==> src/rtl/tcf_pkg.sv <==
// ----------------------------------------------------------------------------
// tcf_pkg
// Shared types and codes for the tcp client connection tracker.
// ----------------------------------------------------------------------------
package tcf_pkg;

   typedef enum logic [1:0] {
      CONN_CLOSED      = 2'd0,
      CONN_SYN_SENT    = 2'd1,
      CONN_ESTABLISHED = 2'd2,
      CONN_CLOSE_WAIT  = 2'd3
   } conn_state_type;

   localparam logic [1:0] REQ_OPEN    = 2'd0;
   localparam logic [1:0] REQ_CLOSE   = 2'd1;
   localparam logic [1:0] REQ_SEGMENT = 2'd2;

   localparam logic [5:0] FLAG_FIN = 6'h01;
   localparam logic [5:0] FLAG_SYN = 6'h02;
   localparam logic [5:0] FLAG_PSH = 6'h08;
   localparam logic [5:0] FLAG_ACK = 6'h10;

   // payload length lies in -120 .. 65535, held as 17-bit two's complement
   localparam int LEN_WIDTH = 17;

   typedef struct packed {
      logic [1:0]           req_type;
      logic [31:0]          initial_seq;
      logic                 seg_is_tcp;
      logic [5:0]           seg_flags;
      logic [31:0]          seg_seq;
      logic [31:0]          seg_ack;
      logic [LEN_WIDTH-1:0] payload_len;
   } item_type;

   typedef struct packed {
      logic        send_valid;
      logic [5:0]  send_flags;
      logic [31:0] send_seq;
      logic [31:0] send_ack;
      logic [1:0]  conn_state;
      logic        is_last;
   } result_type;

   typedef struct packed {
      result_type first;
      result_type second;
      logic       two;
   } step_type;

endpackage

==> src/rtl/tcf_req_if.sv <==
// ----------------------------------------------------------------------------
// tcf_req_if
// Request channel: open, close or received segment words.
// ----------------------------------------------------------------------------
interface tcf_req_if;
   logic        valid;
   logic        ready;
   logic [1:0]  req_type;
   logic [31:0] initial_seq;
   logic        seg_is_tcp;
   logic [5:0]  seg_flags;
   logic [31:0] seg_seq;
   logic [31:0] seg_ack;
   logic [15:0] ip_total_length;
   logic [3:0]  ip_header_words;
   logic [3:0]  tcp_header_words;

   modport source (
      output valid, req_type, initial_seq, seg_is_tcp, seg_flags, seg_seq, seg_ack,
             ip_total_length, ip_header_words, tcp_header_words,
      input  ready
   );
   modport sink (
      input  valid, req_type, initial_seq, seg_is_tcp, seg_flags, seg_seq, seg_ack,
             ip_total_length, ip_header_words, tcp_header_words,
      output ready
   );
endinterface

==> src/rtl/tcf_rsp_if.sv <==
// ----------------------------------------------------------------------------
// tcf_rsp_if
// Response channel: transmit decisions and connection state.
// ----------------------------------------------------------------------------
interface tcf_rsp_if;
   logic        valid;
   logic        ready;
   logic        send_valid;
   logic [5:0]  send_flags;
   logic [31:0] send_seq;
   logic [31:0] send_ack;
   logic [1:0]  conn_state;
   logic        is_last;

   modport source (
      output valid, send_valid, send_flags, send_seq, send_ack, conn_state, is_last,
      input  ready
   );
   modport sink (
      input  valid, send_valid, send_flags, send_seq, send_ack, conn_state, is_last,
      output ready
   );
endinterface

==> src/rtl/tcf_conn.sv <==
// ----------------------------------------------------------------------------
// tcf_conn
// Connection state, sequence and ack registers plus the per-word decision.
// ----------------------------------------------------------------------------
module tcf_conn import tcf_pkg::*; (
   input  logic     clock,
   input  logic     reset,
   input  logic     fire,
   input  item_type item,
   output step_type step
);

   conn_state_type state_ff, state_in;
   logic [31:0]    seq_ff, seq_in;
   logic [31:0]    ack_ff, ack_in;

   logic           sent_hs, sent_more;
   result_type     hs_res, more_res, empty_res;
   logic [31:0]    len_ext;
   logic           flag_ack, flag_syn, flag_psh, flag_fin;

   function automatic result_type make_result(logic [5:0] flags, logic [31:0] seq,
                                              logic [31:0] ack, conn_state_type st);
      result_type r;
      r.send_valid = 1'b1;
      r.send_flags = flags;
      r.send_seq   = seq;
      r.send_ack   = ack;
      r.conn_state = 2'(st);
      r.is_last    = 1'b0;
      return r;
   endfunction

   assign len_ext  = {{(32-LEN_WIDTH){item.payload_len[LEN_WIDTH-1]}}, item.payload_len};
   assign flag_ack = (item.seg_flags & FLAG_ACK) != 6'd0;
   assign flag_syn = (item.seg_flags & FLAG_SYN) != 6'd0;
   assign flag_psh = (item.seg_flags & FLAG_PSH) != 6'd0;
   assign flag_fin = (item.seg_flags & FLAG_FIN) != 6'd0;

   always_ff @(posedge clock) begin
      if (reset) begin
         state_ff <= CONN_CLOSED;
         seq_ff   <= '0;
         ack_ff   <= '0;
      end else if (fire) begin
         state_ff <= state_in;
         seq_ff   <= seq_in;
         ack_ff   <= ack_in;
      end
   end

   always_comb begin
      state_in  = state_ff;
      seq_in    = seq_ff;
      ack_in    = ack_ff;
      sent_hs   = 1'b0;
      sent_more = 1'b0;
      hs_res    = '0;
      more_res  = '0;
      empty_res = '0;
      step      = '0;

      case (item.req_type)
         REQ_OPEN: begin
            if (state_ff == CONN_CLOSED || state_ff == CONN_SYN_SENT) begin
               seq_in = item.initial_seq;
               ack_in = '0;
            end
            state_in = CONN_SYN_SENT;
            hs_res   = make_result(FLAG_SYN, seq_in, ack_in, state_in);
            sent_hs  = 1'b1;
            seq_in   = seq_in + 32'd1;
         end
         REQ_CLOSE: begin
            if (state_ff == CONN_CLOSED || state_ff == CONN_SYN_SENT) begin
               seq_in = item.initial_seq;
               ack_in = '0;
            end
            state_in = CONN_CLOSE_WAIT;
            hs_res   = make_result(FLAG_FIN | FLAG_ACK, seq_in, ack_in, state_in);
            sent_hs  = 1'b1;
         end
         REQ_SEGMENT: begin
            if (item.seg_is_tcp) begin
               // handshake completes on a syn-ack that acks our syn
               if (state_in == CONN_SYN_SENT && flag_ack && flag_syn &&
                   item.seg_ack == seq_in) begin
                  ack_in   = item.seg_seq + 32'd1;
                  state_in = CONN_ESTABLISHED;
                  hs_res   = make_result(FLAG_ACK, seq_in, ack_in, state_in);
                  sent_hs  = 1'b1;
               end
               if (state_in == CONN_ESTABLISHED && flag_ack) begin
                  seq_in = item.seg_ack;
                  if (flag_psh) begin
                     ack_in    = item.seg_seq + len_ext;
                     more_res  = make_result(FLAG_ACK, seq_in, ack_in, state_in);
                     sent_more = 1'b1;
                  end else if (flag_fin) begin
                     ack_in    = item.seg_seq + 32'd1;
                     state_in  = CONN_CLOSED;
                     more_res  = make_result(FLAG_ACK, seq_in, ack_in, state_in);
                     sent_more = 1'b1;
                  end
               end
               if (state_in == CONN_CLOSE_WAIT && flag_ack) begin
                  state_in = CONN_CLOSED;
               end
            end
         end
         default: begin
         end
      endcase

      empty_res.conn_state = 2'(state_in);
      empty_res.is_last    = 1'b1;

      if (sent_hs && sent_more) begin
         step.first          = hs_res;
         step.second         = more_res;
         step.second.is_last = 1'b1;
         step.two            = 1'b1;
      end else if (sent_hs) begin
         step.first         = hs_res;
         step.first.is_last = 1'b1;
      end else if (sent_more) begin
         step.first         = more_res;
         step.first.is_last = 1'b1;
      end else begin
         step.first = empty_res;
      end
   end

endmodule

==> src/rtl/tcp_client_connection_fsm.sv <==
// ----------------------------------------------------------------------------
// tcp_client_connection_fsm
// Client side tcp connection tracker with valid/ready request and response.
// ----------------------------------------------------------------------------
// Usage:
//  req_ch carries open requests, close requests and received segment headers.
//  rsp_ch returns one or two words per request; is_last marks the final one.
//  A word with send_valid low means no segment goes out for that request.
//  A request taken on req_ch is first held in the request register, then
//  decided into the response buffer, from which its first word is offered.
//  Throughput: one request per cycle while each request yields one word and
//  rsp_ch takes every word; a request that yields two words (syn-ack carrying
//  data or fin) holds the two-word response buffer until its words are taken.
//  The request register refills while a response waits, so one request is
//  buffered when rsp_ch stalls; after that req_ch.ready drops.
//  Reset (synchronous) returns to closed with sequence and ack numbers at
//  zero and empties both the request register and the response buffer.
// ----------------------------------------------------------------------------
module tcp_client_connection_fsm import tcf_pkg::*; (
   input logic        clock,
   input logic        reset,
   tcf_req_if.sink    req_ch,
   tcf_rsp_if.source  rsp_ch
);

   logic       in_valid_ff, in_valid_in;
   item_type   item_ff, item_in;
   logic [1:0] out_cnt_ff, out_cnt_in;
   result_type slot0_ff, slot0_in;
   result_type slot1_ff, slot1_in;

   logic       req_fire, rsp_pop, proc_fire;
   step_type   step;

   assign rsp_pop   = rsp_ch.valid && rsp_ch.ready;
   // decide only when the whole response buffer is free after this cycle
   assign proc_fire = in_valid_ff && (out_cnt_ff == 2'd0 || (out_cnt_ff == 2'd1 && rsp_pop));
   assign req_ch.ready = !in_valid_ff || proc_fire;
   assign req_fire  = req_ch.valid && req_ch.ready;

   always_comb begin
      item_in.req_type    = req_ch.req_type;
      item_in.initial_seq = req_ch.initial_seq;
      item_in.seg_is_tcp  = req_ch.seg_is_tcp;
      item_in.seg_flags   = req_ch.seg_flags;
      item_in.seg_seq     = req_ch.seg_seq;
      item_in.seg_ack     = req_ch.seg_ack;
      item_in.payload_len = {1'b0, req_ch.ip_total_length}
                          - {{(LEN_WIDTH-6){1'b0}}, req_ch.ip_header_words, 2'b00}
                          - {{(LEN_WIDTH-6){1'b0}}, req_ch.tcp_header_words, 2'b00};
   end

   tcf_conn u_conn (
      .clock (clock),
      .reset (reset),
      .fire  (proc_fire),
      .item  (item_ff),
      .step  (step)
   );

   always_comb begin
      in_valid_in = in_valid_ff;
      if (req_fire) begin
         in_valid_in = 1'b1;
      end else if (proc_fire) begin
         in_valid_in = 1'b0;
      end
   end

   always_comb begin
      slot0_in   = slot0_ff;
      slot1_in   = slot1_ff;
      out_cnt_in = out_cnt_ff;
      if (proc_fire) begin
         slot0_in   = step.first;
         slot1_in   = step.second;
         out_cnt_in = step.two ? 2'd2 : 2'd1;
      end else if (rsp_pop) begin
         slot0_in   = slot1_ff;
         out_cnt_in = out_cnt_ff - 2'd1;
      end
   end

   always_ff @(posedge clock) begin
      if (reset) begin
         in_valid_ff <= 1'b0;
         out_cnt_ff  <= 2'd0;
      end else begin
         in_valid_ff <= in_valid_in;
         out_cnt_ff  <= out_cnt_in;
      end
   end

   always_ff @(posedge clock) begin
      if (req_fire) begin
         item_ff <= item_in;
      end
      slot0_ff <= slot0_in;
      slot1_ff <= slot1_in;
   end

   assign rsp_ch.valid      = out_cnt_ff != 2'd0;
   assign rsp_ch.send_valid = slot0_ff.send_valid;
   assign rsp_ch.send_flags = slot0_ff.send_flags;
   assign rsp_ch.send_seq   = slot0_ff.send_seq;
   assign rsp_ch.send_ack   = slot0_ff.send_ack;
   assign rsp_ch.conn_state = slot0_ff.conn_state;
   assign rsp_ch.is_last    = slot0_ff.is_last;

   // a two-word response leaves the first word unmarked and the second marked
   a_two_word_order: assert property (@(posedge clock) disable iff (reset)
      proc_fire && step.two |=> out_cnt_ff == 2'd2 && !slot0_ff.is_last && slot1_ff.is_last)
      else $error("two-word response not ordered correctly");

   // a single buffered word is always the last of its request
   a_single_is_last: assert property (@(posedge clock) disable iff (reset)
      out_cnt_ff == 2'd1 |-> slot0_ff.is_last)
      else $error("single buffered word not marked last");

   // an empty decision is never followed by another word
   a_empty_alone: assert property (@(posedge clock) disable iff (reset)
      rsp_ch.valid && !rsp_ch.send_valid |-> rsp_ch.is_last && out_cnt_ff == 2'd1)
      else $error("empty response word not alone");

   // a word taken from a full buffer leaves it no longer full
   a_cnt_bound: assert property (@(posedge clock) disable iff (reset)
      out_cnt_ff == 2'd2 |=> out_cnt_ff != 2'd2 || !$past(rsp_pop))
      else $error("response buffer count inconsistent");

endmodule

==> src/flat_wrapper.sv <==
// flat-port wrapper written by rule: the top's interface ports become plain ports
module tcp_client_connection_fsm_flat import tcf_pkg::*;
  (clock, reset, req_ch_valid, req_ch_req_type, req_ch_initial_seq, req_ch_seg_is_tcp, req_ch_seg_flags, req_ch_seg_seq, req_ch_seg_ack, req_ch_ip_total_length, req_ch_ip_header_words, req_ch_tcp_header_words, req_ch_ready, rsp_ch_valid, rsp_ch_send_valid, rsp_ch_send_flags, rsp_ch_send_seq, rsp_ch_send_ack, rsp_ch_conn_state, rsp_ch_is_last, rsp_ch_ready);
  tcf_req_if req_ch_i ();
  tcf_rsp_if rsp_ch_i ();
  input logic clock;
  input logic reset;
  input wire logic [$bits(req_ch_i.valid)-1:0] req_ch_valid;
  input wire logic [$bits(req_ch_i.req_type)-1:0] req_ch_req_type;
  input wire logic [$bits(req_ch_i.initial_seq)-1:0] req_ch_initial_seq;
  input wire logic [$bits(req_ch_i.seg_is_tcp)-1:0] req_ch_seg_is_tcp;
  input wire logic [$bits(req_ch_i.seg_flags)-1:0] req_ch_seg_flags;
  input wire logic [$bits(req_ch_i.seg_seq)-1:0] req_ch_seg_seq;
  input wire logic [$bits(req_ch_i.seg_ack)-1:0] req_ch_seg_ack;
  input wire logic [$bits(req_ch_i.ip_total_length)-1:0] req_ch_ip_total_length;
  input wire logic [$bits(req_ch_i.ip_header_words)-1:0] req_ch_ip_header_words;
  input wire logic [$bits(req_ch_i.tcp_header_words)-1:0] req_ch_tcp_header_words;
  output wire logic [$bits(req_ch_i.ready)-1:0] req_ch_ready;
  output wire logic [$bits(rsp_ch_i.valid)-1:0] rsp_ch_valid;
  output wire logic [$bits(rsp_ch_i.send_valid)-1:0] rsp_ch_send_valid;
  output wire logic [$bits(rsp_ch_i.send_flags)-1:0] rsp_ch_send_flags;
  output wire logic [$bits(rsp_ch_i.send_seq)-1:0] rsp_ch_send_seq;
  output wire logic [$bits(rsp_ch_i.send_ack)-1:0] rsp_ch_send_ack;
  output wire logic [$bits(rsp_ch_i.conn_state)-1:0] rsp_ch_conn_state;
  output wire logic [$bits(rsp_ch_i.is_last)-1:0] rsp_ch_is_last;
  input wire logic [$bits(rsp_ch_i.ready)-1:0] rsp_ch_ready;
  assign req_ch_i.valid = req_ch_valid;
  assign req_ch_i.req_type = req_ch_req_type;
  assign req_ch_i.initial_seq = req_ch_initial_seq;
  assign req_ch_i.seg_is_tcp = req_ch_seg_is_tcp;
  assign req_ch_i.seg_flags = req_ch_seg_flags;
  assign req_ch_i.seg_seq = req_ch_seg_seq;
  assign req_ch_i.seg_ack = req_ch_seg_ack;
  assign req_ch_i.ip_total_length = req_ch_ip_total_length;
  assign req_ch_i.ip_header_words = req_ch_ip_header_words;
  assign req_ch_i.tcp_header_words = req_ch_tcp_header_words;
  assign req_ch_ready = req_ch_i.ready;
  assign rsp_ch_valid = rsp_ch_i.valid;
  assign rsp_ch_send_valid = rsp_ch_i.send_valid;
  assign rsp_ch_send_flags = rsp_ch_i.send_flags;
  assign rsp_ch_send_seq = rsp_ch_i.send_seq;
  assign rsp_ch_send_ack = rsp_ch_i.send_ack;
  assign rsp_ch_conn_state = rsp_ch_i.conn_state;
  assign rsp_ch_is_last = rsp_ch_i.is_last;
  assign rsp_ch_i.ready = rsp_ch_ready;
  tcp_client_connection_fsm u_core (.clock(clock), .reset(reset), .req_ch(req_ch_i), .rsp_ch(rsp_ch_i));
endmodule
==> config.mk <==
export PLATFORM = sky130hd
export DESIGN_NAME = tcp_client_connection_fsm_flat
export DESIGN_NICKNAME = d
export VERILOG_FILES = /design/src/rtl/tcf_pkg.sv /design/src/rtl/tcf_req_if.sv /design/src/rtl/tcf_rsp_if.sv /design/src/rtl/tcf_conn.sv /design/src/rtl/tcp_client_connection_fsm.sv /design/src/flat_wrapper.sv
export SDC_FILE = /design/constraint.sdc
export NUM_CORES = 1
export LEC_CHECK = 0
export ABC_AREA = 1
export BUFFER_PORTS_ARGS = -buffer_cell sky130_fd_sc_hd__buf_2
export CORE_MARGIN = 2
export CORE_UTILIZATION = 45
export CTS_BUF_LIST = sky130_fd_sc_hd__clkbuf_8
export CTS_CLUSTER_DIAMETER = 60
export DETAILED_ROUTE_END_ITERATION = 8
export PLACE_DENSITY = 0.63
export SETUP_SLACK_MARGIN = 0.4
export SYNTH_ARGS = -nofsm -noshare
export SYNTH_HDL_FRONTEND = slang
export SYNTH_HIERARCHICAL = 1
export SYNTH_SLANG_ARGS = --single-unit
==> constraint.sdc <==
create_clock -name clock -period 9.1 [get_ports clock]
set_input_delay 1.82 -clock clock [delete_from_list [all_inputs] [get_ports clock]]
set_output_delay 1.82 -clock clock [all_outputs]
set_load 0.02 [all_outputs]
After elaboration in Yosys (flattened, before gate mapping) --
Cells that the tools add are included. W data, S select, Z words.
Cells by class: add/subtract/negate cells 6, eq/ne operators 9, mux-type cells 50, reductions and logical operators 25
Operator list (count):
- $mux W74 | 12
- $mux W32 | 10
- $pmux W74 S3 | 1
- $pmux W32 S3 | 1
- $add A32 B1 Y32 const B | 2
- $pmux W32 S2 | 1
- $add A32 B32 Y32 | 1
- $eq A32 B32 Y1 | 1
- $mux W2 | 14
- $sub A16 B6 Y17 | 1
- $sub A17 B6 Y17 | 1
- $logic_and A1 B1 Y1 | 10
- $mux W1 | 9
- $reduce_bool A2 Y1 | 4
- $eq A2 B1 Y1 const B | 3
- $eq A2 B2 Y1 const B | 3
- $logic_not A2 Y1 | 3
- $pmux W2 S3 | 1
- $reduce_and A4 Y1 | 1
- $logic_or A1 B1 Y1 | 3
- $reduce_and A3 Y1 | 1
- $reduce_bool A3 Y1 | 1
- $ne A2 B1 Y1 const B | 1
- $ne A2 B2 Y1 const B | 1
- 4 further kinds | 4
Word-level totals: register bits after elaboration 338, input port bits 133, output and inout bits 76

Depth between registers and ports, before layout --
depth after elaboration 21, mapped depth 21, mapped depth without buffers 20

By module --
Netlist, hierarchy kept.
By module, submodules not included:
- tcf_conn | times used 1, cells each 2127, area an instance 11125.7 um^2
- tcp_client_connection_fsm | times used 1, cells each 666, area an instance 9925.8 um^2

Worst setup path after synthesis --
Ideal clock, no wire load.
path type in2reg, start point in rsp_ch_ready, end point reg u_core/item_ff[0] in the netlist's numbering (enable), data arrival time 4.580 ns, required time 8.625 ns, slack 4.045 ns, stages 4, path buffers 0, path through nand2_1 > nand3_1 > nand2_1 > inv_1
Between the ends: word-level cells in the longest chain between the ends 6
RTL lines:
- start: declaration | RTL line flat_wrapper.sv:26 | input wire logic [$bits(rsp_ch_i.ready)-1:0] rsp_ch_ready;
- $logic_and A1 B1 Y1 | RTL line tcp_client_connection_fsm.sv:35 | assign rsp_pop = rsp_ch.valid && rsp_ch.ready;
- $logic_and A1 B1 Y1 | RTL line tcp_client_connection_fsm.sv:37 | assign proc_fire = in_valid_ff && (out_cnt_ff == 2'd0 || (out_cnt_ff == 2'd1 && rsp_pop));
- $logic_or A1 B1 Y1 | RTL line tcp_client_connection_fsm.sv:37
- $logic_and A1 B1 Y1 | RTL line tcp_client_connection_fsm.sv:37
- $logic_or A1 B1 Y1 | RTL line tcp_client_connection_fsm.sv:38 | assign req_ch.ready = !in_valid_ff || proc_fire;
- via req_ch_ready | RTL line flat_wrapper.sv:18 | output wire logic [$bits(req_ch_i.ready)-1:0] req_ch_ready;
- $logic_and A1 B1 Y1 | RTL line tcp_client_connection_fsm.sv:39 | assign req_fire = req_ch.valid && req_ch.ready;
- end signal: assignment | RTL line tcp_client_connection_fsm.sv:96 | item_ff <= item_in;
- end: declaration | RTL line tcp_client_connection_fsm.sv:27 | item_type item_ff, item_in;
The timed path passes the listed nets, and every way through them passes these cells. A chain may end at the register's enable or synchronous reset.

==> flow_metrics.tcl <==
set metrics [dict create \
    first_pass_iters 8 \
    fin_nets 3143 \
    cts_resized 0 \
    syn_avg_cell_area_um2 7.521 \
    drive_gt1_share_pct 11.36 \
    tns_ns 0 \
    holdPathEnd "u_core/u_conn/ack_ff[12]" \
    die_height_um 220.0 \
    grt_max_degree 78 \
    path_clk_slew_ns 0.06 \
    min-delay-start "u_core/u_conn/ack_ff[12]" \
    dp_slack_ns 3.588 \
    numCtsBuffers 57 \
    dieWidth_um 220.0 \
    worstSkewPairLatency_ns 0.68 \
    place_congestion 0.9835 \
    cts_hold_buf 0 \
    overflow 0 \
    wire_per_inst_um 21.12 \
    cts_max_path_buffers 3 \
    maxCapViolCount 0 \
    timing.reg2reg.setup_slack_ns 3.37 \
    reg2reg_from "u_core/item_ff[85]" \
    fin_crit_sh_pct 63.01 \
    hold_violations 0 \
    setup_violations 0 \
    ioPinCount 209 \
    rsz0062_at_grt "no" \
    hpwl_um 55810 \
    tritoncts "done" \
    p_leak_nw 9.986 \
    peakVddDrop_mv 0.3630 \
    dieArea_um2 48390 \
    ant_nets 0 \
    grt_pass1_wl_um 112100 \
    diodes 0 \
    port_buffers 206 \
    slew-limit-headroom_pct 17.04 \
    antenna_found_initial 4 \
    area_delta_synth_final_pct 11.66 \
    hold_path.class "flip-flop to flip-flop" \
    whs_path_depth 2 \
    clock.fmax_mhz 174.4 \
    post-cts-setup-buffer-count 0 \
    cp.arrival_ns 6.17 \
    ff2ff_path_depth 14 \
    tightestPinTransition_ns 1.243 \
    min_period_ns 5.734 \
    clock_sinks 337 \
    vias 20160 \
    run_status "finished, final reports clean" \
    wl_um 76250 \
    grt_usage_pct 31.06 \
    grt_pass1_vias 18580 \
    worst_slack_ns 3.366 \
    criticalPathCategory "flip-flop to flip-flop" \
    synthCells 2791 \
    critPathLaunchType "flip-flop" \
    cp.required_ns 9.54 \
    r2r_end "u_core/rsp_ch.send_seq[6]" \
    drc 0 \
    p_per_area_nw_per_um2 234.9 \
    post-route-util_pct 50.67 \
    cts_root_buffer "clkbuf_8" \
    slew_viol_final 0 \
    dr.first_iter.drc_count 2326 \
    fin_hold_ws_ns 0.4848 \
    start_util_pct 45.38 \
    fin_skew_ns 0.03286 \
    syn_area_um2 20990 \
    htree_levels 2 \
    yosysWarningCount 6 \
    coreArea_um2 46260 \
    vias_per_cell 5.585 \
    cp-end-kind "flip-flop" \
    rows 79 \
    cp_max_fo 41 \
]
worst max path at each step:
stage	endpoint	slack, ns	start	depth (start not counted)
6_report	u_core/rsp_ch.send_seq[6]	3.37	u_core/item_ff[85]	14
5_1_grt	u_core/rsp_ch.send_seq[9]	3.20	u_core/item_ff[85]	14
4_1_cts	u_core/rsp_ch.send_seq[19]	3.57	u_core/item_ff[85]	14
3_5_place_dp	u_core/rsp_ch.send_seq[19]	3.59	u_core/item_ff[85]	14
3_3_place_gp	u_core/rsp_ch.send_seq[9]	3.67	u_core/item_ff[85]	14
2_1_floorplan	u_core/item_ff[0]	4.09	rsp_ch_ready	4
state kept, by name, summed over array words and instances, names as in the netlist, 6 cells and up:
signal / count
u_core/rsp_ch.send_ack: 32
u_core/u_conn/seq_ff: 32
u_core/slot1_ff: 74
u_core/rsp_ch.send_seq: 32
u_core/u_conn/ack_ff: 32
u_core/rsp_ch.send_flags: 6
u_core/item_ff: 120
cells in the final DEF (no fill, tap or decap), types with 7 or more instances in the layout:
master and n:
inv_1 295, ha_1 48, xor2_1 36, clkinv_2 7, nand2_1 956, o21ai_0 160
dfxtp_1 68, a211oi_1 8, xnor2_1 26, nor2_1 268, o21ai_1 11, inv_2 8
buf_4 17, a31oi_1 9, nor3_1 35, conb_1 9, clkinv_1 16, or2_2 14
o211ai_1 22, buf_2 206, a22oi_1 24, clkbuf_8 59, o22ai_1 56, nand3_1 120
nand3b_1 12, edfxtp_1 268, nand4_1 27, a21oi_1 146
final cells by class:
cell class,instances,area (µm²)
Timing Repair Buffer,223,1159
Tap cell,607,759.5
Multi-Input combinational cell,2048,9874
Sequential cell,337,9430
Clock buffer,59,812.0
Inverter,290,1094
Clock inverter,46,311.5
Fill cell,4624,22820
layer usage:
metal	up-vias	track usage (%)	share of wire, %
met5	-	0	0
met4	0	6.689	1.7
met3	98	6.128	11
met2	1096	44.36	41
met1	9428	48.07	46
li1	9541	-	-
through the flow:
step	power (mW)	std cells	area [µm²]
final	5.506	3610	23440
after global routing	5.797	3610	23440
after CTS	5.493	3610	23440
after detailed placement	4.137	3505	22320
after global placement	4.108	3505	22320
after floorplan	3.468	2799	21020
power breakdown:
| group | total (mW) | switching (mW) | internal [mW] |
|---|---|---|---|
| clock | 1.36 | 0.639 | 0.716 |
| combinational | 1.91 | 1.41 | 0.501 |
| sequential | 2.24 | 0.173 | 2.06 |
| total | 5.51 | 2.23 | 3.28 |
worst max-delay path, stage by stage (launching register included):
cell and delay (ns):
edfxtp_1 0.63, nand2_1 0.10, inv_1 0.18, nand2_1 0.18
nor2_1 0.17, nand2_1 0.07, nor2_1 0.10, nand3_1 0.20
nor2_4 0.82, nand3_1 1.10, nor2_4 1.25, a22oi_1 0.15
o21ai_0 0.13, nand2_1 0.07, nand2_1 0.30
Note: power is estimated with default switching activity, not from simulation.
